--- src/rtl/cpu_frequency_governor_top_macros.svh ---
// ----------------------------------------------------------------------------
// Assertion macros for the CPU frequency governor
// Concurrent assertion helpers shared by the RTL; ASSERT_OFF removes them.
// ----------------------------------------------------------------------------
`ifndef CPU_FREQUENCY_GOVERNOR_TOP_MACROS_SVH
`define CPU_FREQUENCY_GOVERNOR_TOP_MACROS_SVH

`ifndef ASSERT_OFF
// Same-cycle implication, checked at every rising edge outside reset.
`define CFGOV_ASSERT_IMP(label, clk, rst_n, ante, cons) \
	label: assert property (@(posedge clk) disable iff (!(rst_n)) (ante) |-> (cons)) \
		else $error("cfgov assertion failed");
// Next-cycle implication, checked at every rising edge outside reset.
`define CFGOV_ASSERT_NXT(label, clk, rst_n, ante, cons) \
	label: assert property (@(posedge clk) disable iff (!(rst_n)) (ante) |=> (cons)) \
		else $error("cfgov assertion failed");
`else
`define CFGOV_ASSERT_IMP(label, clk, rst_n, ante, cons)
`define CFGOV_ASSERT_NXT(label, clk, rst_n, ante, cons)
`endif

`endif

--- src/rtl/cfgov_pkg.sv ---
// ----------------------------------------------------------------------------
// cfgov_pkg
// Types and constants of the CPU frequency governor.
// ----------------------------------------------------------------------------
`default_nettype none

package cfgov_pkg;

	localparam int LOAD_W = 7;
	localparam int FREQ_W = 8;
	localparam int MODE_W = 3;
	localparam int ADDR_W = 4;
	localparam int DATA_W = 32;
	localparam int PROD_W = FREQ_W + LOAD_W;

	typedef logic [LOAD_W-1:0] load_t;
	typedef logic [FREQ_W-1:0] freq_t;
	typedef logic [MODE_W-1:0] mode_t;
	typedef logic [1:0]        reg_idx_t;

	// Policy codes held in the mode register.
	localparam mode_t MODE_USER         = 3'd0;
	localparam mode_t MODE_ONDEMAND     = 3'd1;
	localparam mode_t MODE_PERFORMANCE  = 3'd2;
	localparam mode_t MODE_POWERSAVE    = 3'd3;
	localparam mode_t MODE_CONSERVATIVE = 3'd4;
	localparam mode_t MODE_LOAD_PROP    = 3'd5;

	// Register indexes (byte address / 4).
	localparam reg_idx_t REG_MODE      = 2'd0;
	localparam reg_idx_t REG_USER_FREQ = 2'd1;
	localparam reg_idx_t REG_MIN_FREQ  = 2'd2;
	localparam reg_idx_t REG_MAX_FREQ  = 2'd3;

	// Register reset values.
	localparam mode_t RST_MODE      = MODE_USER;
	localparam freq_t RST_USER_FREQ = 8'd255;
	localparam freq_t RST_MIN_FREQ  = 8'd100;
	localparam freq_t RST_MAX_FREQ  = 8'd255;

	localparam load_t FULL_LOAD = 7'd100;

	// Reciprocal constants: floor(n/d) = (n * RECIP) >> SHIFT, exact over the
	// value range that reaches each divider.
	localparam int RECIP_100 = 5243;
	localparam int SHIFT_100 = 19;
	localparam int RECIP_10  = 205;
	localparam int SHIFT_10  = 11;
	localparam int RECIP_5   = 205;
	localparam int SHIFT_5   = 10;

endpackage

`default_nettype wire

--- src/rtl/cfgov_in_if.sv ---
// ----------------------------------------------------------------------------
// cfgov_in_if
// Load sample channel: one core load per item, the tick's last core marked.
// ----------------------------------------------------------------------------
`default_nettype none

interface cfgov_in_if;
	logic                          valid;
	logic                          ready;
	logic [cfgov_pkg::LOAD_W-1:0]  core_load;
	logic [cfgov_pkg::FREQ_W-1:0]  current_freq;
	logic                          last_core;

	modport source (output valid, output core_load, output current_freq,
		output last_core, input ready);
	modport sink (input valid, input core_load, input current_freq,
		input last_core, output ready);
endinterface

`default_nettype wire

--- src/rtl/cfgov_out_if.sv ---
// ----------------------------------------------------------------------------
// cfgov_out_if
// Decision channel: one item per tick with the frequency to program.
// ----------------------------------------------------------------------------
`default_nettype none

interface cfgov_out_if;
	logic                          valid;
	logic                          ready;
	logic                          change_needed;
	logic [cfgov_pkg::FREQ_W-1:0]  new_freq;

	modport source (output valid, output change_needed, output new_freq,
		input ready);
	modport sink (input valid, input change_needed, input new_freq,
		output ready);
endinterface

`default_nettype wire

--- src/rtl/cpu_frequency_governor_top.sv ---
// ----------------------------------------------------------------------------
// cpu_frequency_governor_top
// Per-tick DVFS governor: tracks peak core load and picks the next frequency.
// ----------------------------------------------------------------------------
//
// Channel   Dir  Handshake        Payload
// in_ch     in   valid / ready    core_load, current_freq, last_core
// out_ch    out  valid / ready    change_needed, new_freq
// APB       in   psel / penable   paddr, pwdata (write), prdata (read)
//
// The block takes one load item per cycle while in_ch.ready is high. A tick's
// decision reaches out_ch after its last item is accepted. The acceptance edge
// loads the input register, and the item then passes the load-times-gap
// product stage, the divide-by-100 stage and the result register.
// Items that are not last leave no result. Each stage holds its item while
// the stage after it is full and stalled, so a waiting result blocks input
// only once every stage in front of it is occupied.
// Reset clears the pipeline, the per-tick peak and full-core flag, and loads
// the register reset values; no clearing pass is needed.
//
`default_nettype none

`include "cpu_frequency_governor_top_macros.svh"

module cpu_frequency_governor_top (
	input  wire logic                          clk,
	input  wire logic                          arst_n,
	input  wire logic                          psel,
	input  wire logic                          penable,
	input  wire logic                          pwrite,
	input  wire logic [cfgov_pkg::ADDR_W-1:0]  paddr,
	input  wire logic [cfgov_pkg::DATA_W-1:0]  pwdata,
	output      logic [cfgov_pkg::DATA_W-1:0]  prdata,
	output      logic                          pready,
	cfgov_in_if.sink                           in_ch,
	cfgov_out_if.source                        out_ch
);

	// ------------------------------------------------------------------
	// Configuration registers. The register index is the word address.
	// ------------------------------------------------------------------
	cfgov_pkg::mode_t    mode_q;
	cfgov_pkg::freq_t    user_freq_q;
	cfgov_pkg::freq_t    min_freq_q;
	cfgov_pkg::freq_t    max_freq_q;
	cfgov_pkg::reg_idx_t reg_idx;
	logic                cfg_wr;

	assign pready  = 1'b1;
	assign reg_idx = paddr[3:2];
	assign cfg_wr  = psel && penable && pwrite && pready;

	always_ff @(posedge clk or negedge arst_n) begin
		if (!arst_n) begin
			mode_q      <= cfgov_pkg::RST_MODE;
			user_freq_q <= cfgov_pkg::RST_USER_FREQ;
			min_freq_q  <= cfgov_pkg::RST_MIN_FREQ;
			max_freq_q  <= cfgov_pkg::RST_MAX_FREQ;
		end else if (cfg_wr) begin
			case (reg_idx)
				cfgov_pkg::REG_MODE:      mode_q      <= pwdata[cfgov_pkg::MODE_W-1:0];
				cfgov_pkg::REG_USER_FREQ: user_freq_q <= pwdata[cfgov_pkg::FREQ_W-1:0];
				cfgov_pkg::REG_MIN_FREQ:  min_freq_q  <= pwdata[cfgov_pkg::FREQ_W-1:0];
				cfgov_pkg::REG_MAX_FREQ:  max_freq_q  <= pwdata[cfgov_pkg::FREQ_W-1:0];
				default: ;
			endcase
		end
	end

	always_comb begin
		case (reg_idx)
			cfgov_pkg::REG_MODE:      prdata = 32'(mode_q);
			cfgov_pkg::REG_USER_FREQ: prdata = 32'(user_freq_q);
			cfgov_pkg::REG_MIN_FREQ:  prdata = 32'(min_freq_q);
			cfgov_pkg::REG_MAX_FREQ:  prdata = 32'(max_freq_q);
			default:                  prdata = '0;
		endcase
	end

	// ------------------------------------------------------------------
	// Pipeline flow control. Each stage moves on when the next one is
	// empty or moving itself.
	// ------------------------------------------------------------------
	logic v_s1, v_s2, v_s3, out_valid_q;
	logic adv_out, adv_s3, adv_s2, adv_s1;

	assign adv_out     = !out_valid_q || out_ch.ready;
	assign adv_s3      = !v_s3 || adv_out;
	assign adv_s2      = !v_s2 || adv_s3;
	assign adv_s1      = !v_s1 || adv_s2;
	assign in_ch.ready = adv_s1;

	// ------------------------------------------------------------------
	// Stage 1: input register.
	// ------------------------------------------------------------------
	cfgov_pkg::load_t load_s1;
	cfgov_pkg::freq_t freq_s1;
	logic             last_s1;

	always_ff @(posedge clk) begin
		if (adv_s1) begin
			load_s1 <= in_ch.core_load;
			freq_s1 <= in_ch.current_freq;
			last_s1 <= in_ch.last_core;
		end
	end

	// ------------------------------------------------------------------
	// Per-tick accumulation. The item in stage 1 is folded into the peak
	// and the full-core flag; the last item of a tick uses the folded
	// values and then clears them for the next tick.
	// ------------------------------------------------------------------
	cfgov_pkg::load_t peak_q;
	logic             full_q;
	cfgov_pkg::load_t load_sat;
	cfgov_pkg::load_t peak_eff;
	logic             full_eff;
	logic             take_s1;

	assign take_s1  = v_s1 && adv_s2;
	assign load_sat = (load_s1 > cfgov_pkg::FULL_LOAD) ? cfgov_pkg::FULL_LOAD : load_s1;
	assign peak_eff = (load_sat > peak_q) ? load_sat : peak_q;
	assign full_eff = full_q || (load_sat == cfgov_pkg::FULL_LOAD);

	always_ff @(posedge clk or negedge arst_n) begin
		if (!arst_n) begin
			peak_q <= '0;
			full_q <= 1'b0;
		end else if (take_s1) begin
			if (last_s1) begin
				peak_q <= '0;
				full_q <= 1'b0;
			end else begin
				peak_q <= peak_eff;
				full_q <= full_eff;
			end
		end
	end

	// Operands for stage 2: the load-proportional product and the gap that
	// conservative mode would close.
	cfgov_pkg::freq_t               gap;
	logic [cfgov_pkg::PROD_W-1:0]   prod;
	logic                           move;
	cfgov_pkg::freq_t               diff;

	always_comb begin
		gap  = (max_freq_q > min_freq_q) ? (max_freq_q - min_freq_q) : '0;
		prod = (cfgov_pkg::PROD_W)'(gap) * (cfgov_pkg::PROD_W)'(peak_eff);
		if (full_eff) begin
			move = freq_s1 < max_freq_q;
			diff = max_freq_q - freq_s1;
		end else begin
			move = freq_s1 > min_freq_q;
			diff = freq_s1 - min_freq_q;
		end
	end

	// ------------------------------------------------------------------
	// Stage 2: only last items travel on from here.
	// ------------------------------------------------------------------
	logic [cfgov_pkg::PROD_W-1:0] prod_s2;
	cfgov_pkg::freq_t             freq_s2;
	cfgov_pkg::freq_t             diff_s2;
	logic                         full_s2;
	logic                         move_s2;

	always_ff @(posedge clk) begin
		if (adv_s2) begin
			prod_s2 <= prod;
			freq_s2 <= freq_s1;
			diff_s2 <= diff;
			full_s2 <= full_eff;
			move_s2 <= move;
		end
	end

	// Divide the product by 100 and the gap by 10, both by reciprocal.
	localparam int QW100 = cfgov_pkg::PROD_W + 13;
	localparam int QW10  = cfgov_pkg::FREQ_W + 8;

	logic [QW100-1:0]           quo100_full;
	cfgov_pkg::freq_t           quo100;
	logic [cfgov_pkg::FREQ_W:0] lp_sum;
	logic [QW10-1:0]            quo10_full;
	logic [4:0]                 quo10;
	logic [6:0]                 step;
	cfgov_pkg::freq_t           cons_freq;

	always_comb begin
		quo100_full = QW100'(prod_s2) * QW100'(cfgov_pkg::RECIP_100);
		quo100      = quo100_full[cfgov_pkg::SHIFT_100 +: cfgov_pkg::FREQ_W];
		lp_sum      = (cfgov_pkg::FREQ_W+1)'(min_freq_q) + (cfgov_pkg::FREQ_W+1)'(quo100);
		quo10_full  = QW10'(diff_s2) * QW10'(cfgov_pkg::RECIP_10);
		quo10       = quo10_full[cfgov_pkg::SHIFT_10 +: 5];
		step        = 7'(quo10) * 7'd5;
		if (!move_s2) begin
			cons_freq = freq_s2;
		end else if (full_s2) begin
			cons_freq = freq_s2 + 8'(step);
		end else begin
			cons_freq = freq_s2 - 8'(step);
		end
	end

	// ------------------------------------------------------------------
	// Stage 3.
	// ------------------------------------------------------------------
	cfgov_pkg::freq_t lp_s3;
	cfgov_pkg::freq_t cons_s3;
	cfgov_pkg::freq_t freq_s3;
	logic             full_s3;

	always_ff @(posedge clk) begin
		if (adv_s3) begin
			lp_s3   <= lp_sum[cfgov_pkg::FREQ_W-1:0];
			cons_s3 <= cons_freq;
			freq_s3 <= freq_s2;
			full_s3 <= full_s2;
		end
	end

	// Round the load-proportional value down to a multiple of 5, then pick
	// the policy's target.
	localparam int QW5 = cfgov_pkg::FREQ_W + 10;

	logic [QW5-1:0]   quo5_full;
	logic [5:0]       quo5;
	logic [8:0]       lp_round;
	cfgov_pkg::freq_t target;

	always_comb begin
		quo5_full = QW5'(lp_s3) * QW5'(cfgov_pkg::RECIP_5);
		quo5      = quo5_full[cfgov_pkg::SHIFT_5 +: 6];
		lp_round  = 9'(quo5) * 9'd5;
		case (mode_q)
			cfgov_pkg::MODE_ONDEMAND:     target = full_s3 ? max_freq_q : min_freq_q;
			cfgov_pkg::MODE_PERFORMANCE:  target = max_freq_q;
			cfgov_pkg::MODE_POWERSAVE:    target = min_freq_q;
			cfgov_pkg::MODE_CONSERVATIVE: target = cons_s3;
			cfgov_pkg::MODE_LOAD_PROP:    target = lp_round[cfgov_pkg::FREQ_W-1:0];
			default:                      target = user_freq_q;
		endcase
	end

	// ------------------------------------------------------------------
	// Result register.
	// ------------------------------------------------------------------
	logic             change_q;
	cfgov_pkg::freq_t new_freq_q;

	always_ff @(posedge clk) begin
		if (adv_out) begin
			change_q   <= target != freq_s3;
			new_freq_q <= target;
		end
	end

	always_ff @(posedge clk or negedge arst_n) begin
		if (!arst_n) begin
			v_s1        <= 1'b0;
			v_s2        <= 1'b0;
			v_s3        <= 1'b0;
			out_valid_q <= 1'b0;
		end else begin
			if (adv_s1) begin
				v_s1 <= in_ch.valid;
			end
			if (adv_s2) begin
				v_s2 <= v_s1 && last_s1;
			end
			if (adv_s3) begin
				v_s3 <= v_s2;
			end
			if (adv_out) begin
				out_valid_q <= v_s3;
			end
		end
	end

	assign out_ch.valid         = out_valid_q;
	assign out_ch.change_needed = change_q;
	assign out_ch.new_freq      = new_freq_q;

	// ------------------------------------------------------------------
	// Assertions.
	// ------------------------------------------------------------------
	// The running peak never exceeds a full load.
	`CFGOV_ASSERT_IMP(a_peak_range, clk, arst_n, 1'b1, peak_q <= cfgov_pkg::FULL_LOAD)
	// A full core implies the peak already reached a full load.
	`CFGOV_ASSERT_IMP(a_full_peak, clk, arst_n, full_q, peak_q == cfgov_pkg::FULL_LOAD)
	// The end of a tick leaves clean state for the next tick.
	`CFGOV_ASSERT_NXT(a_tick_clear, clk, arst_n, take_s1 && last_s1, peak_q == '0 && !full_q)
	// A stalled result keeps the stage in front of it from moving.
	`CFGOV_ASSERT_IMP(a_stall_hold, clk, arst_n, out_valid_q && !out_ch.ready && v_s3, !adv_s3)

endmodule

`default_nettype wire
--- src/flat_wrapper.sv ---
// flat-port wrapper written by rule: the top's interface ports become plain ports
module cpu_frequency_governor_top_flat 
  (clk, arst_n, psel, penable, pwrite, paddr, pwdata, prdata, pready, in_ch_valid, in_ch_core_load, in_ch_current_freq, in_ch_last_core, in_ch_ready, out_ch_valid, out_ch_change_needed, out_ch_new_freq, out_ch_ready);
  cfgov_in_if in_ch_i ();
  cfgov_out_if out_ch_i ();
  input  wire logic clk;
  input  wire logic arst_n;
  input  wire logic psel;
  input  wire logic penable;
  input  wire logic pwrite;
  input  wire logic [cfgov_pkg::ADDR_W-1:0] paddr;
  input  wire logic [cfgov_pkg::DATA_W-1:0] pwdata;
  output      logic [cfgov_pkg::DATA_W-1:0] prdata;
  output      logic pready;
  input wire logic [$bits(in_ch_i.valid)-1:0] in_ch_valid;
  input wire logic [$bits(in_ch_i.core_load)-1:0] in_ch_core_load;
  input wire logic [$bits(in_ch_i.current_freq)-1:0] in_ch_current_freq;
  input wire logic [$bits(in_ch_i.last_core)-1:0] in_ch_last_core;
  output wire logic [$bits(in_ch_i.ready)-1:0] in_ch_ready;
  output wire logic [$bits(out_ch_i.valid)-1:0] out_ch_valid;
  output wire logic [$bits(out_ch_i.change_needed)-1:0] out_ch_change_needed;
  output wire logic [$bits(out_ch_i.new_freq)-1:0] out_ch_new_freq;
  input wire logic [$bits(out_ch_i.ready)-1:0] out_ch_ready;
  assign in_ch_i.valid = in_ch_valid;
  assign in_ch_i.core_load = in_ch_core_load;
  assign in_ch_i.current_freq = in_ch_current_freq;
  assign in_ch_i.last_core = in_ch_last_core;
  assign in_ch_ready = in_ch_i.ready;
  assign out_ch_valid = out_ch_i.valid;
  assign out_ch_change_needed = out_ch_i.change_needed;
  assign out_ch_new_freq = out_ch_i.new_freq;
  assign out_ch_i.ready = out_ch_ready;
  cpu_frequency_governor_top u_core (.clk(clk), .arst_n(arst_n), .psel(psel), .penable(penable), .pwrite(pwrite), .paddr(paddr), .pwdata(pwdata), .prdata(prdata), .pready(pready), .in_ch(in_ch_i), .out_ch(out_ch_i));
endmodule
--- config.mk ---
export PLATFORM = sky130hd
export DESIGN_NAME = cpu_frequency_governor_top_flat
export DESIGN_NICKNAME = d
export VERILOG_FILES = /design/src/rtl/cfgov_pkg.sv /design/src/rtl/cfgov_in_if.sv /design/src/rtl/cfgov_out_if.sv /design/src/rtl/cpu_frequency_governor_top.sv /design/src/flat_wrapper.sv
export VERILOG_INCLUDE_DIRS = /design/src /design/src/rtl
export SDC_FILE = /design/constraint.sdc
export NUM_CORES = 1
export LEC_CHECK = 0
export BUFFER_PORTS_ARGS = -buffer_cell sky130_fd_sc_hd__buf_2
export CAP_MARGIN = 20
export CORE_MARGIN = 5
export CORE_UTILIZATION = 68
export DETAILED_ROUTE_END_ITERATION = 8
export PLACE_DENSITY = 0.94
export SLEW_MARGIN = 25
export SYNTH_ARGS = -nofsm -noshare
export SYNTH_HDL_FRONTEND = slang
export SYNTH_SLANG_ARGS = --single-unit
--- constraint.sdc ---
create_clock -name clk -period 21.4 [get_ports clk]
set_input_delay 1.07 -clock clk [delete_from_list [all_inputs] [get_ports clk]]
set_output_delay 1.07 -clock clk [all_outputs]
set_load 0.02 [all_outputs]
==> metrics.txt, run 1 <==
number of CTS-inserted buffers 17; clock skew 9.855 ps; critical path arrival 7820 ps; hold crit path type reg2reg; Synth Register Bits 122; Avg WL per Cell 20.12 um; Via density 6.253; EDFF count, synth 83; most common cell after layout, fill and taps aside ha_1; final setup fails 0; Tcrit/Tclk final 35.76%; xor/xnor share of the synthesized area 4.734%; R2R cell count 26; top_reg_cell synth edfxtp_1; post-route ant nets 0; highest clock rate 0.1307 GHz; row count 53; critical path's slowest cell fa_1; Root Driver clkbuf_16; hold path start u_core.v_s2; Simple-Gate Fraction of Synth Area 8.499%; Final nets 1,930; setup bufs post-CTS 0; Die Ht 156.5 um; Placed Instances 1,725; critical path class reg2reg; mapped cell area 14,590 um^2; Die X 156.5 um; number of max-cap violations 0; worst slack at placement 13,920 ps; fillers 1,292; hold path cells 1; main combinational cell family by area after synthesis adder cells; fraction of registers with async set or reset after synthesis 31.97%; end of the worst hold path u_core.v_s3; setup_tns 0 ps; RSZ-0062 raised after global routing no; dpl cell area 15,040 um^2; core area 21,090 um^2; die area 24,480 um^2; cell count after synthesis 1,417; vias in the first global route 11.91k; routed vias 11.00k; CTS H-tree lvls 4; FF-to-FF setup slack 13,750 ps; hpwl dp 27.12 mm; Final WS setup 13,750 ps; Slew Viols, Final 0; # DRC 0; initial DRC count 1,218; post-synthesis mux area share 3.894%; most used cell, CP ha_1; Initial Utilization 69.18%; Yosys cell types 67; Sink Count 122; YS warnings 0; # resized after CTS 0; Design Area, Final 15,620 um^2; launch point of the worst reg-to-reg path u_core.diff_s2[6]; DRT Pass-1 Iters 8; total I/O pin count 103; Hold Fails Final Rpt 0; worst skew pair latency 430 ps; Adder-Cell Fraction of Synth Area 40.91%; CP max FO 6; GRT Resource Usage Total 30.17%; most frequent cells in the layout ha_1 (277), inv_1 (261), fa_1 (125), edfxtp_1 (83), nor2_1 (77); largest net degree at the start of global routing 40; hold_buf cts 0; critical path launch point type flop; Final GP Congestion 0.9102; crit-path max cell delay 550 ps; clock tree from TritonCTS built; clk buf depth 2; Slew headroom 38.34%; Final min period 7652 ps; reg2reg end u_core.cons_s3[7]; Compound-Gate Fraction of Synth Area 9.503%; Reg clk slew, reported paths 60 ps; aggregate routed wire length 35.40 mm; status finished, final reports clean; Finished Layout Cells 1,759; port bufs 51; fraction of layout cells with a size suffix above 1 10.93%; Syn Area/Cell 10.30 um^2; sequential share of the synthesized area 23.94%; CP endpoint kind flop; total grt overflow 0; area added between synthesis and finish 7.041%; initial antenna violation count 2; Worst Tran Pin Value 921.5 ps; Worst EP required 21,570 ps; first-pass GRT wire length 58.65 mm
## critical path, delay by kind of cell, from the launching register on
kind	cells	cell delay (ps)
adder cells (fa/ha/maj)	9	3660
buffers and inverters	2	120
flip-flops	1	490
XOR/XNOR	2	390
AO/OA/AOI/OAI	6	1460
AND/OR/NAND/NOR	7	1250
## synth_stat cells (21+ instances only)
cell type,number,area (um^2)
xnor2_1,50,437.9
edfxtp_1,83,2492
inv_1,261,979.7
mux2_2,28,315.3
o21ai_0,44,220.2
a21oi_1,56,280.3
fa_1,125,2502
nor2_1,77,289.0
xor2_1,26,227.7
or2_2,21,131.4
buf_4,25,187.7
nand2_1,46,172.7
ha_1,277,3466
## worst max-delay path by stage
stage	cells after the start	startpoint	to
after CTS	30	u_core.load_s1[5]	u_core.prod_s2[14]
after global placement	30	u_core.load_s1[5]	u_core.prod_s2[14]
after detailed placement	26	u_core.diff_s2[6]	u_core.cons_s3[7]
final	26	u_core.diff_s2[6]	u_core.cons_s3[7]
after global routing	30	u_core.load_s1[5]	u_core.prod_s2[14]
after floorplan	29	u_core.load_s1[6]	u_core.prod_s2[14]
## state kept, by name (all words and copies together), names as in the netlist
register and cells:
u_core.prod_s2 15, u_core.cons_s3 8, u_core.diff_s2 8, u_core.freq_s1 8, u_core.freq_s2 8, u_core.freq_s3 8
u_core.lp_s3 8, u_core.max_freq_q 8, u_core.min_freq_q 8, u_core.out_ch.new_freq 8, u_core.user_freq_q 8, u_core.load_s1 7
u_core.peak_q 7, u_core.mode_q 3, u_core.full_q 1, u_core.full_s2 1, u_core.full_s3 1, u_core.last_s1 1
u_core.move_s2 1, u_core.out_ch.change_needed 1, u_core.out_ch.valid 1, u_core.v_s1 1, u_core.v_s2 1, u_core.v_s3 1
## through the flow
| step | hold slack (ps) | util (%) |
|---|---|---|
| final | 485.0 | 74.05 |
| after global routing | 521.4 | 74.05 |
| after CTS | 488.3 | 74.03 |
| after detailed placement | 485.2 | 71.30 |
| after global placement | 480.5 | 71.29 |
| after floorplan | 424.4 | - |
## cell type report
class                   count  area, um^2  area share (%)
flip-flops and latches    122        3492           22.36
inverters                 261       979.7           6.274
repair buffers             53       270.3           1.731
well taps                 275       344.1           2.203
clock inverters            15       150.1          0.9615
diodes                      2       5.005         0.03205
clock buffers              17       425.4           2.724
multi-input cells        1014        9950           63.71
## layer usage
metal | GRT usage, % | wire [um] | up-vias
li1 | - | - | 4862
met1 | 36.55 | 13130 | 5330
met2 | 51.41 | 17310 | 611
met3 | 5.614 | 2870 | 196
met5 | 0 | 0 | -
met4 | 15.70 | 2089 | 0
## kinds of logic (layout without fill, tap and decap cells)
logic type,Yosys count,count (layout)
fa+ha+maj,402,402
buf+inv,304,346
simple gates,251,251
compound gates,212,212
flops,122,122
xor+xnor,77,77
mux,47,47
other cells,2,27
Power of run 1 is not shown: default switching activity piles up to over one toggle a cycle in this logic, so the estimate is an artifact.
==> inputs of run 2 (changes only) <==
- ABC_AREA: not set -> 1
- CORE_UTILIZATION: 68 -> 57
- PLACE_DENSITY: 0.94 -> 0.85
- clock period: 21.4 -> 6.55 ns (I/O delays scaled with it)
==> run 2 against run 1 <==
  * Clock-buffer cell count unchanged
  * Wire length decreased by 1.7%
  * Synthesized area rose by 3.0%
  * Sequential share of layout area decreased by 1.3 points
  * Clock skew is 1.9 ps higher
  * Die area is 21% higher
  * Critical path depth is 7 higher
  * Global-route usage fell by 6.8 points
  * Design area grew 6.4%
  * Via count is 8.2% higher
  * First-iteration DRC count is 26% lower
  * Cell count increased by 23%
==> metrics.txt, run 2 <==
Initial Utilization 57.83% (-11 points); highest clock rate 0.1553 GHz (+19%); worst slack at placement 24.10 ps (-13,900 ps); most frequent cells in the layout inv_1 (371), nand2_1 (298), ha_1 (267), fa_1 (123), nor2_1 (88); largest cells by area after synthesis ha_1 (23%), fa_1 (17%), edfxtp_1 (17%); Worst EP required 6740 ps (-14,830 ps); initial DRC count 902 (-26%); Final Util 63.95% (-10 points); YS warnings 0 (unchanged); clk buf depth 2 (unchanged); CP endpoint kind flop; total I/O pin count 103 (unchanged); clock tree from TritonCTS built; Avg WL per Cell 16.13 um (-20%); GRT Resource Usage Total 23.41% (-6.8 points); Yosys cell types 49 (-27%); area added between synthesis and finish 10.58%; initial antenna violation count 0 (-2); hold crit path type in2async; Hold Fails Final Rpt 0 (unchanged); Slew headroom 41.10% (+2.8 points); EDFF count, synth 83 (unchanged); critical path launch point type flop; Worst Tran Pin Value 883.5 ps (-38.02 ps); Tcrit/Tclk final 98.29% (+63 points); buffers and inverters on the worst path 3 (+1); # DRC 0 (unchanged); critical path startpoint u_core.diff_s2[1]; CTS H-tree lvls 4 (unchanged); fraction of layout cells with a size suffix above 1 11.08% (+0.15 points); Yosys top cell by area ha_1; hpwl dp 27.24 mm (+0.45%); most common cell after layout, fill and taps aside inv_1; port bufs 51 (unchanged); aggregate routed wire length 34.81 mm (-1.7%); top_reg_cell synth edfxtp_1; fraction of registers with async set or reset after synthesis 31.97% (unchanged); DRT Pass-1 Iters 8 (unchanged); number of max-cap violations 0 (unchanged); Sink Count 122 (unchanged); Final GP Congestion 0.9373 (+3.0%); count leader, synth inv_1; routed vias 11.90k (+8.2%); sequential share of the synthesized area 23.24% (-0.70 points); most used cell, CP nand2_1; Synth top cells by count inv_1 (377), nand2_1 (300), ha_1 (277); Final nets 2,271 (+18%); status finished, final reports clean; Slew Viols, Final 0 (unchanged); final setup fails 0 (unchanged); die area 29,710 um^2 (+21%); Root Driver clkbuf_16; flip-flop count of the largest register after layout 15 (unchanged); fillers 1,936 (+50%); Largest Register u_core.prod_s2; area share of the largest cell type after synthesis 23.06% (-0.69 points); mapped cell area 15,030 um^2 (+3.0%); Final min period 6438 ps (-1214 ps); critical path's slowest cell fa_1; core area 25,980 um^2 (+23%); Final WS setup 112.0 ps (-13,640 ps); delay-heaviest family, CP adder cells; CP max FO 3 (-3); Synth Register Bits 122 (unchanged); critical path arrival 6630 ps (-1190 ps); row count 59 (+11%); cell count after synthesis 1,712 (+21%); first-pass GRT wire length 56.21 mm (-4.2%); post-route ant nets 0 (unchanged); launch point of the worst reg-to-reg path u_core.diff_s2[1]; number of CTS-inserted buffers 17 (unchanged); Antenna Cells 0 (-2); worst skew pair latency 440 ps (about the same); setup_tns 0 ps (unchanged); crit-path max cell delay 530 ps (-20 ps); vias in the first global route 12.12k (+1.8%); critical path class reg2reg; Die X 172.4 um (+10%); Die Ht 172.4 um (+10%); hold_buf cts 0 (unchanged); Reg clk slew, reported paths 60 ps (about the same); clock skew 11.74 ps (+1.884 ps); largest net degree at the start of global routing 40 (unchanged); Via density 5.514 (-12%); Syn Area/Cell 8.778 um^2 (-15%); total grt overflow 0 (unchanged)
[run 2: cell types whose count changed in the layout (fill, tap and decap cells not counted), moves of 14 or more]
| cell | change |
|---|---|
| or2_2 | -17 |
| inv_1 | +110 |
| nand2b_1 | -14 |
| buf_4 | +36 |
| nor2b_1 | -16 |
| xnor2_1 | -32 |
| o21ai_0 | +27 |
| nand2_1 | +253 |
| nand3_1 | +33 |
| mux2_2 | -28 |
[run 2: per-stage QoR]
step,instance area (um^2),instances,hold WS (ps)
4_1_cts,16220,2131,26.33
3_5_place_dp,15640,2098,457.1
3_3_place_gp,15640,2098,451.1
6_report,16620,2158,2.985
5_1_grt,16620,2158,54.36
2_1_floorplan,15110,1735,31.91
[run 2: area by class of cell]
| class | count | area, um^2 | area share [%] |
|---|---|---|---|
| multi-input combinational | 1195 | 10150 | 61.07 |
| timing repair buffer | 89 | 540.5 | 3.253 |
| tap | 335 | 419.2 | 2.522 |
| inverter | 385 | 1450 | 8.726 |
| sequential | 122 | 3492 | 21.01 |
| clock buffer | 17 | 425.4 | 2.560 |
| clock inverter | 15 | 142.6 | 0.8583 |
[run 2: timing repair]
| action | 4_1_cts | 5_1_grt |
|---|---|---|
| gates resized for setup | 0 | 45 |
| hold endpoints to repair | 0 | 0 |
| pin swaps | 0 | 36 |
| setup endpoints to repair | 1 | 7 |
| setup buffers | 1 | 27 |
| gates cloned | 0 | 0 |
[run 2: worst register-to-register path, delay by kind of cell (launching register included)]
family | cells | cell delay, ps
XOR/XNOR | 3 | 580
buffers and inverters | 3 | 260
AND/OR/NAND/NOR | 14 | 1280
AO/OA/AOI/OAI | 4 | 440
flip-flops | 1 | 420
adder cells (fa/ha/maj) | 9 | 3190
[run 2: kinds of logic after synthesis]
family	after synthesis	synth area share, %
AO/OA/AOI/OAI	215	8.284
flip-flops	122	23.24
XOR/XNOR	57	3.322
AND/OR/NAND/NOR	494	14.14
multiplexers	2	0.1332
buffers and inverters	418	11.12
adder cells (fa/ha/maj)	402	39.71
other	2	0.04997
[run 2: worst paths after layout]
check,depth (start not counted),slack (ps),end
worst max-delay path,33,110,u_core.cons_s3[7]
worst min-delay path,1,3,u_core.peak_q[6]
worst max register to register,33,110,u_core.cons_s3[7]
worst min register to register,2,480,u_core.v_s3
max in group asynchronous,1,5980,u_core.min_freq_q[3]
min in group clk,1,60,u_core.load_s1[0]
[run 2: layer usage]
| metal | share of wire [%] | up-vias | track usage [%] |
|---|---|---|---|
| met5 | 0 | - | 0 |
| met4 | 2.6 | 0 | 7.211 |
| met3 | 6.6 | 89 | 3.658 |
| met2 | 49 | 447 | 40.35 |
| met1 | 41 | 5680 | 30.46 |
| li1 | - | 5683 | - |
Power of run 2 is left out for the same reason.
